$ cat src/etc_pkg.sv
// etc_pkg: shared types, constants and register codes for the expiring translation cache.
// Used by every module under src except etc_ram; has no dependencies of its own.
package etc_pkg;

    localparam int BASE_ENTRIES_DEF = 4096;
    localparam int HUGE_ENTRIES_DEF = 4096;
    localparam int QUEUE_DEPTH      = 2;

    localparam int ADDR_W   = 64;
    localparam int PAGE_W   = 52;
    localparam int FRAME_W  = 54;
    localparam int STAMP_W  = 32;
    localparam int BSHIFT_W = 5;
    localparam int HSHIFT_W = 6;
    localparam int CFG_W    = 32;
    localparam int IDX_W    = 2;

    localparam int IN_DATA_W  = 192;
    localparam int IN_USER_W  = 2;
    localparam int OUT_DATA_W = 72;

    localparam logic [BSHIFT_W-1:0] BASE_SHIFT_MIN = 5'd12;
    localparam logic [BSHIFT_W-1:0] BASE_SHIFT_MAX = 5'd30;
    localparam logic [HSHIFT_W-1:0] HUGE_SHIFT_MIN = 6'd13;
    localparam logic [HSHIFT_W-1:0] HUGE_SHIFT_MAX = 6'd40;

    localparam logic [BSHIFT_W-1:0] BASE_SHIFT_RST     = 5'd12;
    localparam logic [HSHIFT_W-1:0] HUGE_SHIFT_RST     = 6'd24;
    localparam logic [CFG_W-1:0]    INSTR_INTERVAL_RST = 32'd10000;
    localparam logic [CFG_W-1:0]    DATA_INTERVAL_RST  = 32'd100;

    localparam int                PRESENT_BIT = 63;
    localparam logic [ADDR_W-1:0] HUGE_FLAGS  = 64'h0000_0000_0042_0000;

    typedef enum logic {
        CMD_LOOKUP = 1'b0,
        CMD_FILL   = 1'b1
    } cmd_t;

    typedef enum logic [IDX_W-1:0] {
        REG_BASE_SHIFT     = 2'd0,
        REG_HUGE_SHIFT     = 2'd1,
        REG_INSTR_INTERVAL = 2'd2,
        REG_DATA_INTERVAL  = 2'd3
    } reg_idx_t;

    typedef enum logic [1:0] {
        ST_CLEAR,
        ST_IDLE,
        ST_EVAL
    } back_state_t;

    // classified item handed from front to back
    typedef struct packed {
        cmd_t                cmd;
        logic [STAMP_W-1:0]  interval;
        logic [PAGE_W-1:0]   bpage;
        logic [PAGE_W-1:0]   hpage;
        logic [BSHIFT_W-1:0] bs;
        logic [HSHIFT_W-1:0] hs;
        logic                present;
        logic                huge;
        logic [FRAME_W-1:0]  frame;
    } work_t;

    // one table entry as stored in RAM
    typedef struct packed {
        logic               valid;
        logic [PAGE_W-1:0]  tag;
        logic [FRAME_W-1:0] frame;
        logic [STAMP_W-1:0] stamp;
    } entry_t;

endpackage

$ cat src/etc_queue.sv
// etc_queue: short FIFO of classified items between front and back.
// Depends on etc_pkg (work_t, QUEUE_DEPTH).
module etc_queue (
    input  logic           clk,
    input  logic           rst_n,
    input  logic           push,
    input  etc_pkg::work_t push_data,
    output logic           full,
    input  logic           pop,
    output logic           head_valid,
    output etc_pkg::work_t head
);

    localparam int PTR_W = $clog2(etc_pkg::QUEUE_DEPTH);
    localparam int CNT_W = $clog2(etc_pkg::QUEUE_DEPTH + 1);

    etc_pkg::work_t   slots_reg [etc_pkg::QUEUE_DEPTH];
    logic [PTR_W-1:0] wr_ptr_reg, wr_ptr_next;
    logic [PTR_W-1:0] rd_ptr_reg, rd_ptr_next;
    logic [CNT_W-1:0] count_reg, count_next;

    always_comb
    begin
        wr_ptr_next = push ? wr_ptr_reg + PTR_W'(1) : wr_ptr_reg;
        rd_ptr_next = pop  ? rd_ptr_reg + PTR_W'(1) : rd_ptr_reg;
        count_next  = count_reg + CNT_W'(push) - CNT_W'(pop);
    end

    always_ff @(posedge clk or negedge rst_n)
    begin
        if (!rst_n)
        begin
            wr_ptr_reg <= '0;
            rd_ptr_reg <= '0;
            count_reg  <= '0;
        end
        else
        begin
            wr_ptr_reg <= wr_ptr_next;
            rd_ptr_reg <= rd_ptr_next;
            count_reg  <= count_next;
        end
    end

    always_ff @(posedge clk)
    begin
        if (push)
        begin
            slots_reg[wr_ptr_reg] <= push_data;
        end
    end

    assign full       = (count_reg == CNT_W'(etc_pkg::QUEUE_DEPTH));
    assign head_valid = (count_reg != '0);
    assign head       = slots_reg[rd_ptr_reg];

endmodule

$ cat config.mk
export PLATFORM = sky130hd
export DESIGN_NAME = etc_queue
export DESIGN_NICKNAME = d
export VERILOG_FILES = /design/src/etc_pkg.sv /design/src/etc_queue.sv
export SDC_FILE = /design/constraint.sdc
export NUM_CORES = 1
export LEC_CHECK = 0
export BUFFER_PORTS_ARGS = -buffer_cell sky130_fd_sc_hd__buf_2
export CORE_MARGIN = 2
export CORE_UTILIZATION = 50
export DETAILED_ROUTE_END_ITERATION = 12
export GPL_TIMING_DRIVEN = 0
export PLACE_DENSITY = 0.87
export SYNTH_ARGS = -nofsm -noshare
export SYNTH_HDL_FRONTEND = slang
export SYNTH_SLANG_ARGS = --single-unit
$ cat constraint.sdc
create_clock -name clk -period 12.7 [get_ports clk]
set_clock_uncertainty 0.15 [all_clocks]
set_input_delay 1.905 -clock clk [delete_from_list [all_inputs] [get_ports clk]]
set_output_delay 1.905 -clock clk [all_outputs]
set_load 0.03 [all_outputs]
Word level (Yosys, flattened, before mapping)
Memories as Yosys holds them, arrays and structs flattened.
Index checks and enable logic that the tools add are counted.
{ "word_totals": {"ramBits": 408, "ff_bits": 4, "output_inout_bits": 206, "wordCells": 12, "mem_count": 1, "input_bits": 208} }
{ "memory_table": {"columns": ["name", "depth", "word_bits", "rd", "rd_ports_with_merged_regs", "wr", "line_no", "source"], "rows": [
  ["slots_reg", 2, 204, 1, 0, 1, "etc_queue.sv:17", "etc_pkg::work_t slots_reg [etc_pkg::QUEUE_DEPTH];"]
]} }
{ "op_classes": {"muxes": 2, "n_eq_ne": 1, "reduce_logical": 1, "n_addsub": 4} }
{ "ops": {"columns": ["operator", "count"], "rows": [
  ["1-bit adder (second input constant)", 2],
  ["2-bit by 1-bit adder with 2-bit output", 1],
  ["2-bit equality test (second input constant)", 1],
  ["1-bit 2-to-1 mux", 2],
  ["2-bit nonzero test", 1],
  ["2-bit by 1-bit subtractor with 2-bit output", 1]
]} }

Depth between registers and ports, before layout
{ "logic_depth": {"word_depth": 2, "ltp_mapped": 5, "mapped_depth_nobuf": 5} }

Least setup slack after synthesis
Ideal clock, no wire load.
{ "synth_path": {"kind": "input port to flip-flop", "from": "in push", "to": "mem slots_reg[0][0] (netlist bit) (enable)", "setup_ns": 0.796, "required_time_ns": 11.754, "stages": 1, "setup_slack_ns": 1.055, "t_arrival_ns": 10.699, "n_path_buf": 0, "path_cell_list": "nor2b_1"} }
{ "synth_via": {"elab_chain_cells": 2} }
{ "synth_rtl": {"columns": ["item", "line_no", "source"], "rows": [
  ["start, declared", "etc_queue.sv:6", "input logic push,"],
  ["1-bit 2-to-1 mux", "etc_queue.sv:47", "if (push)"],
  ["1-bit 2-to-1 mux (not written as such)", "etc_queue.sv:49", "slots_reg[wr_ptr_reg] <= push_data;"],
  ["end, declared", "etc_queue.sv:17", null]
]} }
No other way between the ends.

==> summary.txt <==
Synth
  – Synth top area cells: edfxtp_1 79%, mux2_4 14%, mux2_2 3.9%
  – Synth Instances: 650
  – Unique masters post-synth: 13
  – Post-Syn Nets: 860
  – Synthesized area: 15,500 um^2
  – Cell accounting for the most synthesized area: edfxtp_1
  – Top cell type's share of synthesized area: 78.8%
  – Seq cells post-synth: 412
  – Avg Inst Size Synth: 23.9 um^2
  – Yosys warnings: 0
  – Register area share after synthesis: 79.5%

Setup path
  – Startpoint types: register
  – R2R setup slack: 10.30 ns
  – Crit path kind: register to output pin
  – Crit path DAT: 1.93 ns
  – RR Startpoint: wr_ptr_reg
  – Critical R2R Capture: slots_reg[0][120]
  – Crit path capture type: output pin
  – CP required: 10.64 ns
  – Worst Reg-to-Reg Cells: 4
  – CP Max Fanout: 10

Final layout
  – Largest register FFs: 408
  – Total area of sequential cells: 12,400 um^2
  – Area growth syn-to-layout: 25.4%
  – Area of the multi-input gates: 2960 um^2
  – Fraction of layout cells with a size suffix above 1: 61.6%
  – # fillers: 2,078
  – Most common cell after layout, fill and taps aside: buf_2
  – Commonest cells after routing, fill and taps aside: 418 x buf_2, 408 x edfxtp_1, 150 x mux2_4, 54 x mux2_2, 41 x clkbuf_16
  – Final nets: 1,325

Flow run
  – Max Cap Viol: 0

Global route
  – First-pass GRT wire length: 46,700 um
  – Largest net degree at the start of global routing: 68
  – Total grt overflow: 0
  – Gr usage total: 18.6%
  – Vias in the first global route: 8,406
  – Initial antenna violation count: 7

Timing
  – RSZ-0062 raised after global routing: false
  – Max-slew violation count: 0
  – Tightest Pin Transition: 0.813 ns
  – Slew headroom: 45.7%
  – Final hold violation count: 0
  – Final setup viols: 0
  – Min Clock Period, post-route: 3.98 ns
  – Final Cycle Share: 31.3%
  – Worst Hold Slack: 0.411 ns
  – Fmax: 0.251 GHz

Placed design
  – Gpl congestion: 0.750
  – PortBufs: 413
  – Hpwl dp: 22,400 um

Die
  – I/O pin total: 414
  – FP Rows: 64
  – DIE HEIGHT: 180 um
  – Die area: 32,500 um^2
  – Starting Density: 50.8%
  – Core Box Area: 30,600 um^2
  – Die W: 180 um

Outcome
  – Outcome: finished clean

Route
  – Wire length on met2: 17,000 um
  – Highest routed layer: met5
  – Met3 routed WL: 2170 um
  – Residual DRC: 0
  – Via count: 7,804
  – Total Wirelength: 31,400 um
  – First drt pass iteration count: 4
  – Wirelength per Cell: 20.3 um
  – Met1 WL: 11,100 um
  – Antenna Violating Nets Remaining: 0
  – Drt via density: 5.05
  – Initial DRC count: 474

Clock network
  – TritonCTS clock tree: done
  – Setup Fix Bufs, Post-CTS: 0
  – Skew-Pair Late Insertion Delay: 0.51 ns
  – Max Buffers Root-to-Sink: 3
  – Post-CTS Hold Buffers: 0
  – CTS H-tree lvls: 2
  – Clock root buffer: clkbuf_16
  – Post-CTS sizing: 0
  – # clock sinks: 412
  – Clock slew seen by the registers of the worst setup and hold paths: 0.06 ns
  – Total CTS buffers: 41

Worst hold path
  – WHS Endpoint: wr_ptr_reg
  – Hold_sp: wr_ptr_reg
  – Min-Delay Path Class: register to register
  – Hold path cells: 1

Power
  – Total power: 4.79 mW
  – Leak: 7.79 nW
  – Peak supply drop: 179 uV
  – Power Dens Cells: 246 nW/um^2
==> where the power goes <==
group	switching (mW)	internal, mW	total [mW]
registers	0.0658	1.80	1.87
clock network	0.451	0.595	1.05
logic	1.15	0.726	1.87
total	1.66	3.12	4.79
==> through the flow <==
stage                     instances  setup WS (ns)  TNS, ns  cell area [um^2]  util, %
final                          1544           8.72        0             19500     63.7
after global routing           1543           8.65        0             19500     63.7
after CTS                      1537           8.67        0             19500     63.6
after detailed placement       1468           8.62        0             18300     59.8
after global placement         1459          -3.70  -750.88             18100     59.2
after floorplan                 650           1.05        0             15500        -
==> synth_stat cells <==
| master | count |
|---|---|
| or2_2 | 1 |
| mux2_2 | 54 |
| buf_2 | 5 |
| dfrtp_1 | 4 |
| buf_6 | 18 |
| mux2_4 | 150 |
| and2_1 | 1 |
| ha_1 | 2 |
| xor2_1 | 2 |
| inv_1 | 2 |
| xor3_1 | 1 |
| edfxtp_1 | 408 |
| nor2b_1 | 2 |
==> area by class of cell <==
cell class	count	share of cell area, %
clock buffer	52	5.53
clock inverter	17	0.398
buffer	23	1.17
sequential	412	63.4
multi-input combinational	213	15.2
antenna	7	0.0899
inverter	2	0.0385
tap	396	2.54
timing repair buffer	422	11.6
==> critical path, stage by stage, from the launching register on <==
cell and delay (ns):
dfrtp_1 0.34, buf_6 0.13, buf_6 0.20, buf_6 0.22
mux2_4 0.33, buf_2 0.18
==> worst max-delay path by stage <==
stage | start | endpoint | slack, ns | cells past startpoint
floorplan | push | slots_reg[0][0] | 1.05 | 1
global placement | push | slots_reg[0][125] | -3.70 | 2
detailed placement | push | slots_reg[0][125] | 8.62 | 5
CTS | rd_ptr_reg | head[86] | 8.67 | 5
global route | rd_ptr_reg | head[86] | 8.65 | 5
finish | rd_ptr_reg | head[86] | 8.72 | 5
==> logic make-up after synthesis <==
family | synth area share (%)
flops | 79.5
simple gates | 0.161
buf+inv | 1.51
fa+ha+maj | 0.161
mux | 18.4
xor+xnor | 0.266
==> layer usage <==
layer	track usage (%)	vias to the layer above
met1	20.2	3865
li1	-	3537
met4	7.84	2
met5	0	-
met2	34.1	327
met3	4.91	73
(Power assumes the default switching activity.)
