**config.mk**
```make
export PLATFORM = sky130hd
export DESIGN_NAME = etc_front
export DESIGN_NICKNAME = d
export VERILOG_FILES = /design/src/etc_pkg.sv /design/src/etc_front.sv
export SDC_FILE = /design/constraint.sdc
export NUM_CORES = 1
export LEC_CHECK = 0
export BUFFER_PORTS_ARGS = -buffer_cell sky130_fd_sc_hd__buf_2
export CORE_AREA = 4 4 182 184
export DETAILED_ROUTE_END_ITERATION = 12
export DIE_AREA = 0 0 186 188
export GPL_TIMING_DRIVEN = 0
export SYNTH_ARGS = -nofsm -noshare
export SYNTH_HDL_FRONTEND = slang
export SYNTH_SLANG_ARGS = --single-unit
```
**constraint.sdc**
```tcl
create_clock -name vclk -period 4.9
set_input_delay 0.98 -clock vclk [all_inputs]
set_output_delay 0.98 -clock vclk [all_outputs]
set_load 0.1 [all_outputs]
```
**src/etc_pkg.sv**
```systemverilog
// etc_pkg: shared types, constants and register codes for the expiring translation cache.
// Used by every module under src except etc_ram; has no dependencies of its own.
package etc_pkg;

    localparam int BASE_ENTRIES_DEF = 4096;
    localparam int HUGE_ENTRIES_DEF = 4096;
    localparam int QUEUE_DEPTH      = 2;

    localparam int ADDR_W   = 64;
    localparam int PAGE_W   = 52;
    localparam int FRAME_W  = 54;
    localparam int STAMP_W  = 32;
    localparam int BSHIFT_W = 5;
    localparam int HSHIFT_W = 6;
    localparam int CFG_W    = 32;
    localparam int IDX_W    = 2;

    localparam int IN_DATA_W  = 192;
    localparam int IN_USER_W  = 2;
    localparam int OUT_DATA_W = 72;

    localparam logic [BSHIFT_W-1:0] BASE_SHIFT_MIN = 5'd12;
    localparam logic [BSHIFT_W-1:0] BASE_SHIFT_MAX = 5'd30;
    localparam logic [HSHIFT_W-1:0] HUGE_SHIFT_MIN = 6'd13;
    localparam logic [HSHIFT_W-1:0] HUGE_SHIFT_MAX = 6'd40;

    localparam logic [BSHIFT_W-1:0] BASE_SHIFT_RST     = 5'd12;
    localparam logic [HSHIFT_W-1:0] HUGE_SHIFT_RST     = 6'd24;
    localparam logic [CFG_W-1:0]    INSTR_INTERVAL_RST = 32'd10000;
    localparam logic [CFG_W-1:0]    DATA_INTERVAL_RST  = 32'd100;

    localparam int                PRESENT_BIT = 63;
    localparam logic [ADDR_W-1:0] HUGE_FLAGS  = 64'h0000_0000_0042_0000;

    typedef enum logic {
        CMD_LOOKUP = 1'b0,
        CMD_FILL   = 1'b1
    } cmd_t;

    typedef enum logic [IDX_W-1:0] {
        REG_BASE_SHIFT     = 2'd0,
        REG_HUGE_SHIFT     = 2'd1,
        REG_INSTR_INTERVAL = 2'd2,
        REG_DATA_INTERVAL  = 2'd3
    } reg_idx_t;

    typedef enum logic [1:0] {
        ST_CLEAR,
        ST_IDLE,
        ST_EVAL
    } back_state_t;

    // classified item handed from front to back
    typedef struct packed {
        cmd_t                cmd;
        logic [STAMP_W-1:0]  interval;
        logic [PAGE_W-1:0]   bpage;
        logic [PAGE_W-1:0]   hpage;
        logic [BSHIFT_W-1:0] bs;
        logic [HSHIFT_W-1:0] hs;
        logic                present;
        logic                huge;
        logic [FRAME_W-1:0]  frame;
    } work_t;

    // one table entry as stored in RAM
    typedef struct packed {
        logic               valid;
        logic [PAGE_W-1:0]  tag;
        logic [FRAME_W-1:0] frame;
        logic [STAMP_W-1:0] stamp;
    } entry_t;

endpackage

```
**src/etc_front.sv**
```systemverilog
// etc_front: classifies an incoming beat: clamps shifts, forms page numbers,
// picks the lifetime and decodes the fill words. Depends on etc_pkg.
module etc_front (
    input  etc_pkg::cmd_t                 command,
    input  logic [etc_pkg::ADDR_W-1:0]    address,
    input  logic                          iside,
    input  logic [etc_pkg::ADDR_W-1:0]    pagemap_word,
    input  logic [etc_pkg::ADDR_W-1:0]    page_flags,
    input  logic [etc_pkg::BSHIFT_W-1:0]  base_shift,
    input  logic [etc_pkg::HSHIFT_W-1:0]  huge_shift,
    input  logic [etc_pkg::CFG_W-1:0]     instr_interval,
    input  logic [etc_pkg::CFG_W-1:0]     data_interval,
    output etc_pkg::work_t                work
);

    logic [etc_pkg::BSHIFT_W-1:0] bs;
    logic [etc_pkg::HSHIFT_W-1:0] hs;
    logic [etc_pkg::ADDR_W-1:0]   bpage_full;
    logic [etc_pkg::ADDR_W-1:0]   hpage_full;

    always_comb
    begin
        priority if (base_shift < etc_pkg::BASE_SHIFT_MIN)
            bs = etc_pkg::BASE_SHIFT_MIN;
        else if (base_shift > etc_pkg::BASE_SHIFT_MAX)
            bs = etc_pkg::BASE_SHIFT_MAX;
        else
            bs = base_shift;

        priority if (huge_shift < etc_pkg::HUGE_SHIFT_MIN)
            hs = etc_pkg::HUGE_SHIFT_MIN;
        else if (huge_shift > etc_pkg::HUGE_SHIFT_MAX)
            hs = etc_pkg::HUGE_SHIFT_MAX;
        else
            hs = huge_shift;
    end

    // shifts of at least 12 leave at most 52 significant bits
    assign bpage_full = address >> bs;
    assign hpage_full = address >> hs;

    assign work.cmd      = command;
    assign work.interval = iside ? instr_interval : data_interval;
    assign work.bpage    = bpage_full[etc_pkg::PAGE_W-1:0];
    assign work.hpage    = hpage_full[etc_pkg::PAGE_W-1:0];
    assign work.bs       = bs;
    assign work.hs       = hs;
    assign work.present  = pagemap_word[etc_pkg::PRESENT_BIT];
    assign work.huge     = |(page_flags & etc_pkg::HUGE_FLAGS);
    assign work.frame    = pagemap_word[etc_pkg::FRAME_W-1:0];

endmodule

```
* After elaboration in Yosys (flattened, before gate mapping)
Index checks and enable logic that the tools add are counted.
Word-level totals: register bits 0, output and inout port bits 204, word-level logic and storage cells 12, input bits 269
Cells by class: reductions and logical operators 1, shift-type cells 2, mux-type cells 5, order comparisons 4
Operators with widths (number):
- $shr 64x5->52 | 1
- $shr 64x6->52 | 1
- $mux 32 | 1
- $mux 6 | 2
- $mux 5 | 2
- $gt 6x6->1 const B | 1
- $lt 6x4->1 const B | 1
- $gt 5x5->1 const B | 1
- $lt 5x4->1 const B | 1
- $reduce_or 2->1 | 1

* Longest topological paths before layout
word-level depth 4, mapped depth 11, gate-level depth less buffers 9

* Worst setup path before layout
Ideal clock, no wire load.
kind input-to-output, start input port base_shift[3] (netlist bit), end output port work[153] (netlist bit), path buffers 4, data required time 3.920 ns, arrival time 5.322 ns, stages on the path 10, path slack -1.402 ns, path through buf_2 > a21oi_1 > nand2b_1 > buf_2 > inv_2 > buf_2 > buf_2 > mux2i_1 > o22ai_1 > a221oi_1
RTL lines:
- start, declared | RTL line etc_front.sv:9 | input logic [etc_pkg::BSHIFT_W-1:0] base_shift,
- end, declared | RTL line etc_front.sv:13 | output etc_pkg::work_t work

==> results.toml <==
[floorplanning]
initial_core_util_pct = 22.18
ios = 473
die-area_um2 = 34970
die_h_um = 188
rows = 65
core_area_um2 = 31390
fp.dieW_um = 186

[timing]
rsz0062_at_grt = "true"
relSlewSlack_pct = 33.50
fmax_mhz = 204.4
finalSetupViolCount = 0
finalCritPeriodShare_pct = 99.84
hold_violations = 0
drv_slew = 0
finalSetupTns_ns = 0
finalCriticalPeriod_ns = 4.892
tightest_slew_ns = 0.9976

[global_route]
first_global_vias = 9840
overflow = 0
track_usage_pct = 22.86
grt_pass1_wl_um = 63050
grt_max_degree = 11
antenna_found_initial = 2

[finish]
clock_buffers = 0
num-fill-cells = 3449
seqCellArea_um2 = 0
syn2layout_area_growth_pct = 45.01
seq_cell_count = 0
final_core_util_pct = 32.16
n_antenna_cell = 0
fin_cells = 1718
finalNetCount = 1587
drive_gt1_share_pct = 48.18

[yosys]
yosysWarningCount = 0
ys_types = 71
synth_xor_area_share_pct = 0
synth_nets = 1245
synth_simple_gate_area_share_pct = 15.96
synth_compound_area_share_pct = 37.34
synth_seq_area_share_pct = 0
syn_area_um2 = 6963
syn_avg_cell_area_um2 = 7.134
synth_cells = 976
synth.mux.area_fraction_pct = 33.21
synthAdderAreaFrac_pct = 0
synth_top_family_by_area = "compound AO/OA/AOI/OAI gates"

[power]
pwr-share-comb_pct = 100.0
clock_power_share_pct = 0
p_sw_share_pct = 77.31
p_leak_uw = 0.004621
p_seq_share_pct = 0
power.switching_uw = 2148
ir_worst_vdd_mv = 0.2453
p_int_uw = 630.2
p_per_area_nw_per_um2 = 275.1

[critical_path]
cp_slowest_cell = "a2111oi_4"
cpMostUsedCell = "buf_2"
cp-start-kind = "input port"
crit_path_max_fanout = 10
crit_type = "in2out"
end_kind = "output port"
cp_num_buf_inv = 5
crit_cells = 12
startpoint = "huge_shift[4]"
max_stage_delay_ns = 0.59
critPathCapture = "work[88]"
crit_family = "compound AO/OA/AOI/OAI gates"
path_cells = "buf_2 > buf_6 > o21ai_4 > nand3_4 > inv_4 > buf_12 > mux2i_1 > a2111oi_4 > nand2_1 > o21ai_1 > a221o_1 > buf_2"
cp.arrival_ns = 3.91
crit_required_ns = 3.92

[route]
drc_errors = 0
vias = 10030
final_antenna_net_count = 0
finalWirelength_um = 43480
wl_per_cell_um = 25.31
viasPerCell = 5.839
dr.first_iter.drc_count = 1334
detail_route.first_pass.iterations = 6

[hold_path]
hold_path.class = "in2out"
hp-start = "pagemap_word[7]"

[job]
max_cap_viol_count = 0

[run_status]
status = "finished clean"

[placement]
io_buffers = 332
hpwl_um = 36200
place.gp.congestion = 0.9900
dp_cells = 1711

[cts]
cts_hold_buf = 0
[logic make-up (layout without fill, tap and decap cells)]
| logic type | count (synthesis) | count (layout) |
|---|---|---|
| other cells | 1 | 1 |
| simple gates | 247 | 247 |
| mux | 210 | 210 |
| compound gates | 351 | 351 |
| buf+inv | 167 | 507 |
[cell usage after synthesis (all sizes together) (5+ instances only)]
| cell | instances | area, µm² |
|---|---|---|
| a31oi | 12 | 75.07 |
| o221ai | 14 | 122.6 |
| mux2i | 150 | 1501 |
| o21ai | 54 | 281.5 |
| o211ai | 9 | 67.56 |
| a22oi | 32 | 240.2 |
| a21oi | 44 | 220.2 |
| nand3 | 10 | 62.56 |
| mux2 | 48 | 540.5 |
| a2111oi | 11 | 135.1 |
| a21o | 9 | 67.56 |
| buf | 106 | 704.4 |
| nor4 | 6 | 37.54 |
| a211oi | 39 | 292.8 |
| clkbuf | 44 | 165.2 |
| inv | 16 | 62.56 |
| nor2 | 59 | 236.5 |
| mux4 | 12 | 270.3 |
| a221o | 6 | 60.06 |
| and2 | 7 | 43.79 |
| and3 | 5 | 31.28 |
| nor3 | 26 | 141.4 |
| a311oi | 5 | 50.04 |
| a221oi | 31 | 302.8 |
| nand2 | 118 | 445.4 |
| a22o | 17 | 148.9 |
| o22ai | 40 | 256.5 |
| o2bb2ai | 6 | 52.55 |
[worst min path at each step]
| stage | endpoint | slack [ns] | cells after the start |
|---|---|---|---|
| after CTS | work[1] | 2.34 | 2 |
| final | work[7] | 2.34 | 2 |
| after detailed placement | work[25] | 2.34 | 2 |
| after floorplan | work[0] | 2.17 | 1 |
| after global routing | work[25] | 2.35 | 2 |
| after global placement | work[45] | 2.34 | 2 |
[cells in the final DEF (no fill, tap or decap), types with 8 or more instances in the layout]
cell type and n:
buf_2 336, mux2i_1 139, nand2_1 117, buf_4 77, nor2_1 53, mux2_2 47
o22ai_1 38, clkbuf_1 38, a21oi_1 34, a211oi_1 31, a22oi_1 30, o21ai_0 27
nor3_1 22, a221oi_2 19, o21ai_2 18, a22o_1 17, clkbuf_4 14, mux4_2 12
inv_1 11, mux2i_2 10, a21oi_2 10, a21o_1 9, o211ai_1 9, o221ai_2 8
o21ai_1 8, buf_6 8, nand3_1 8
[power groups by stage]
stage | logic [µW] | registers [µW] | clock network (µW)
2_1_floorplan | 2110 | 0 | 0
3_3_place_gp | 2660 | 0 | 0
3_5_place_dp | 2670 | 0 | 0
4_1_cts | 2700 | 0 | 0
5_1_grt | 2870 | 0 | 0
6_report | 2780 | 0 | 0
[stage by stage]
stage          worst slack, ns  cell area [µm²]  total power, µW  hold slack, ns
3_3_place_gp           -0.8872             9682             2663           2.345
6_report              0.007783            10100             2778           2.344
4_1_cts               -0.03688             9849             2704           2.345
3_5_place_dp           -0.3726             9696             2667           2.345
5_1_grt               -0.04328            10100             2867           2.348
2_1_floorplan          -0.1032             7517             2108           2.172
[layout make-up]
| type | count | area [µm²] | area share [%] |
|---|---|---|---|
| repair buffers | 340 | 1783 | 17.66 |
| well taps | 402 | 503.0 | 4.981 |
| multi-input cells | 809 | 6783 | 67.17 |
| plain buffers | 150 | 957.2 | 9.480 |
| inverters | 17 | 71.32 | 0.7063 |
[routing by layer]
layer / routed length, µm / share of wire [%] / global-route usage, %
met5: 20 / 0.046 / 0
met4: 1134 / 2.6 / 4.568
met3: 3665 / 8.4 / 2.464
met2: 21710 / 50 / 41.32
met1: 16950 / 39 / 29.17
[repair_timing]
item,CTS,global route
endpoints found under the setup margin,35,54
setup buffers,0,7
pin swaps,0,3
gates resized for setup,25,50
No activity file was read; power rests on OpenSTA's default activity.
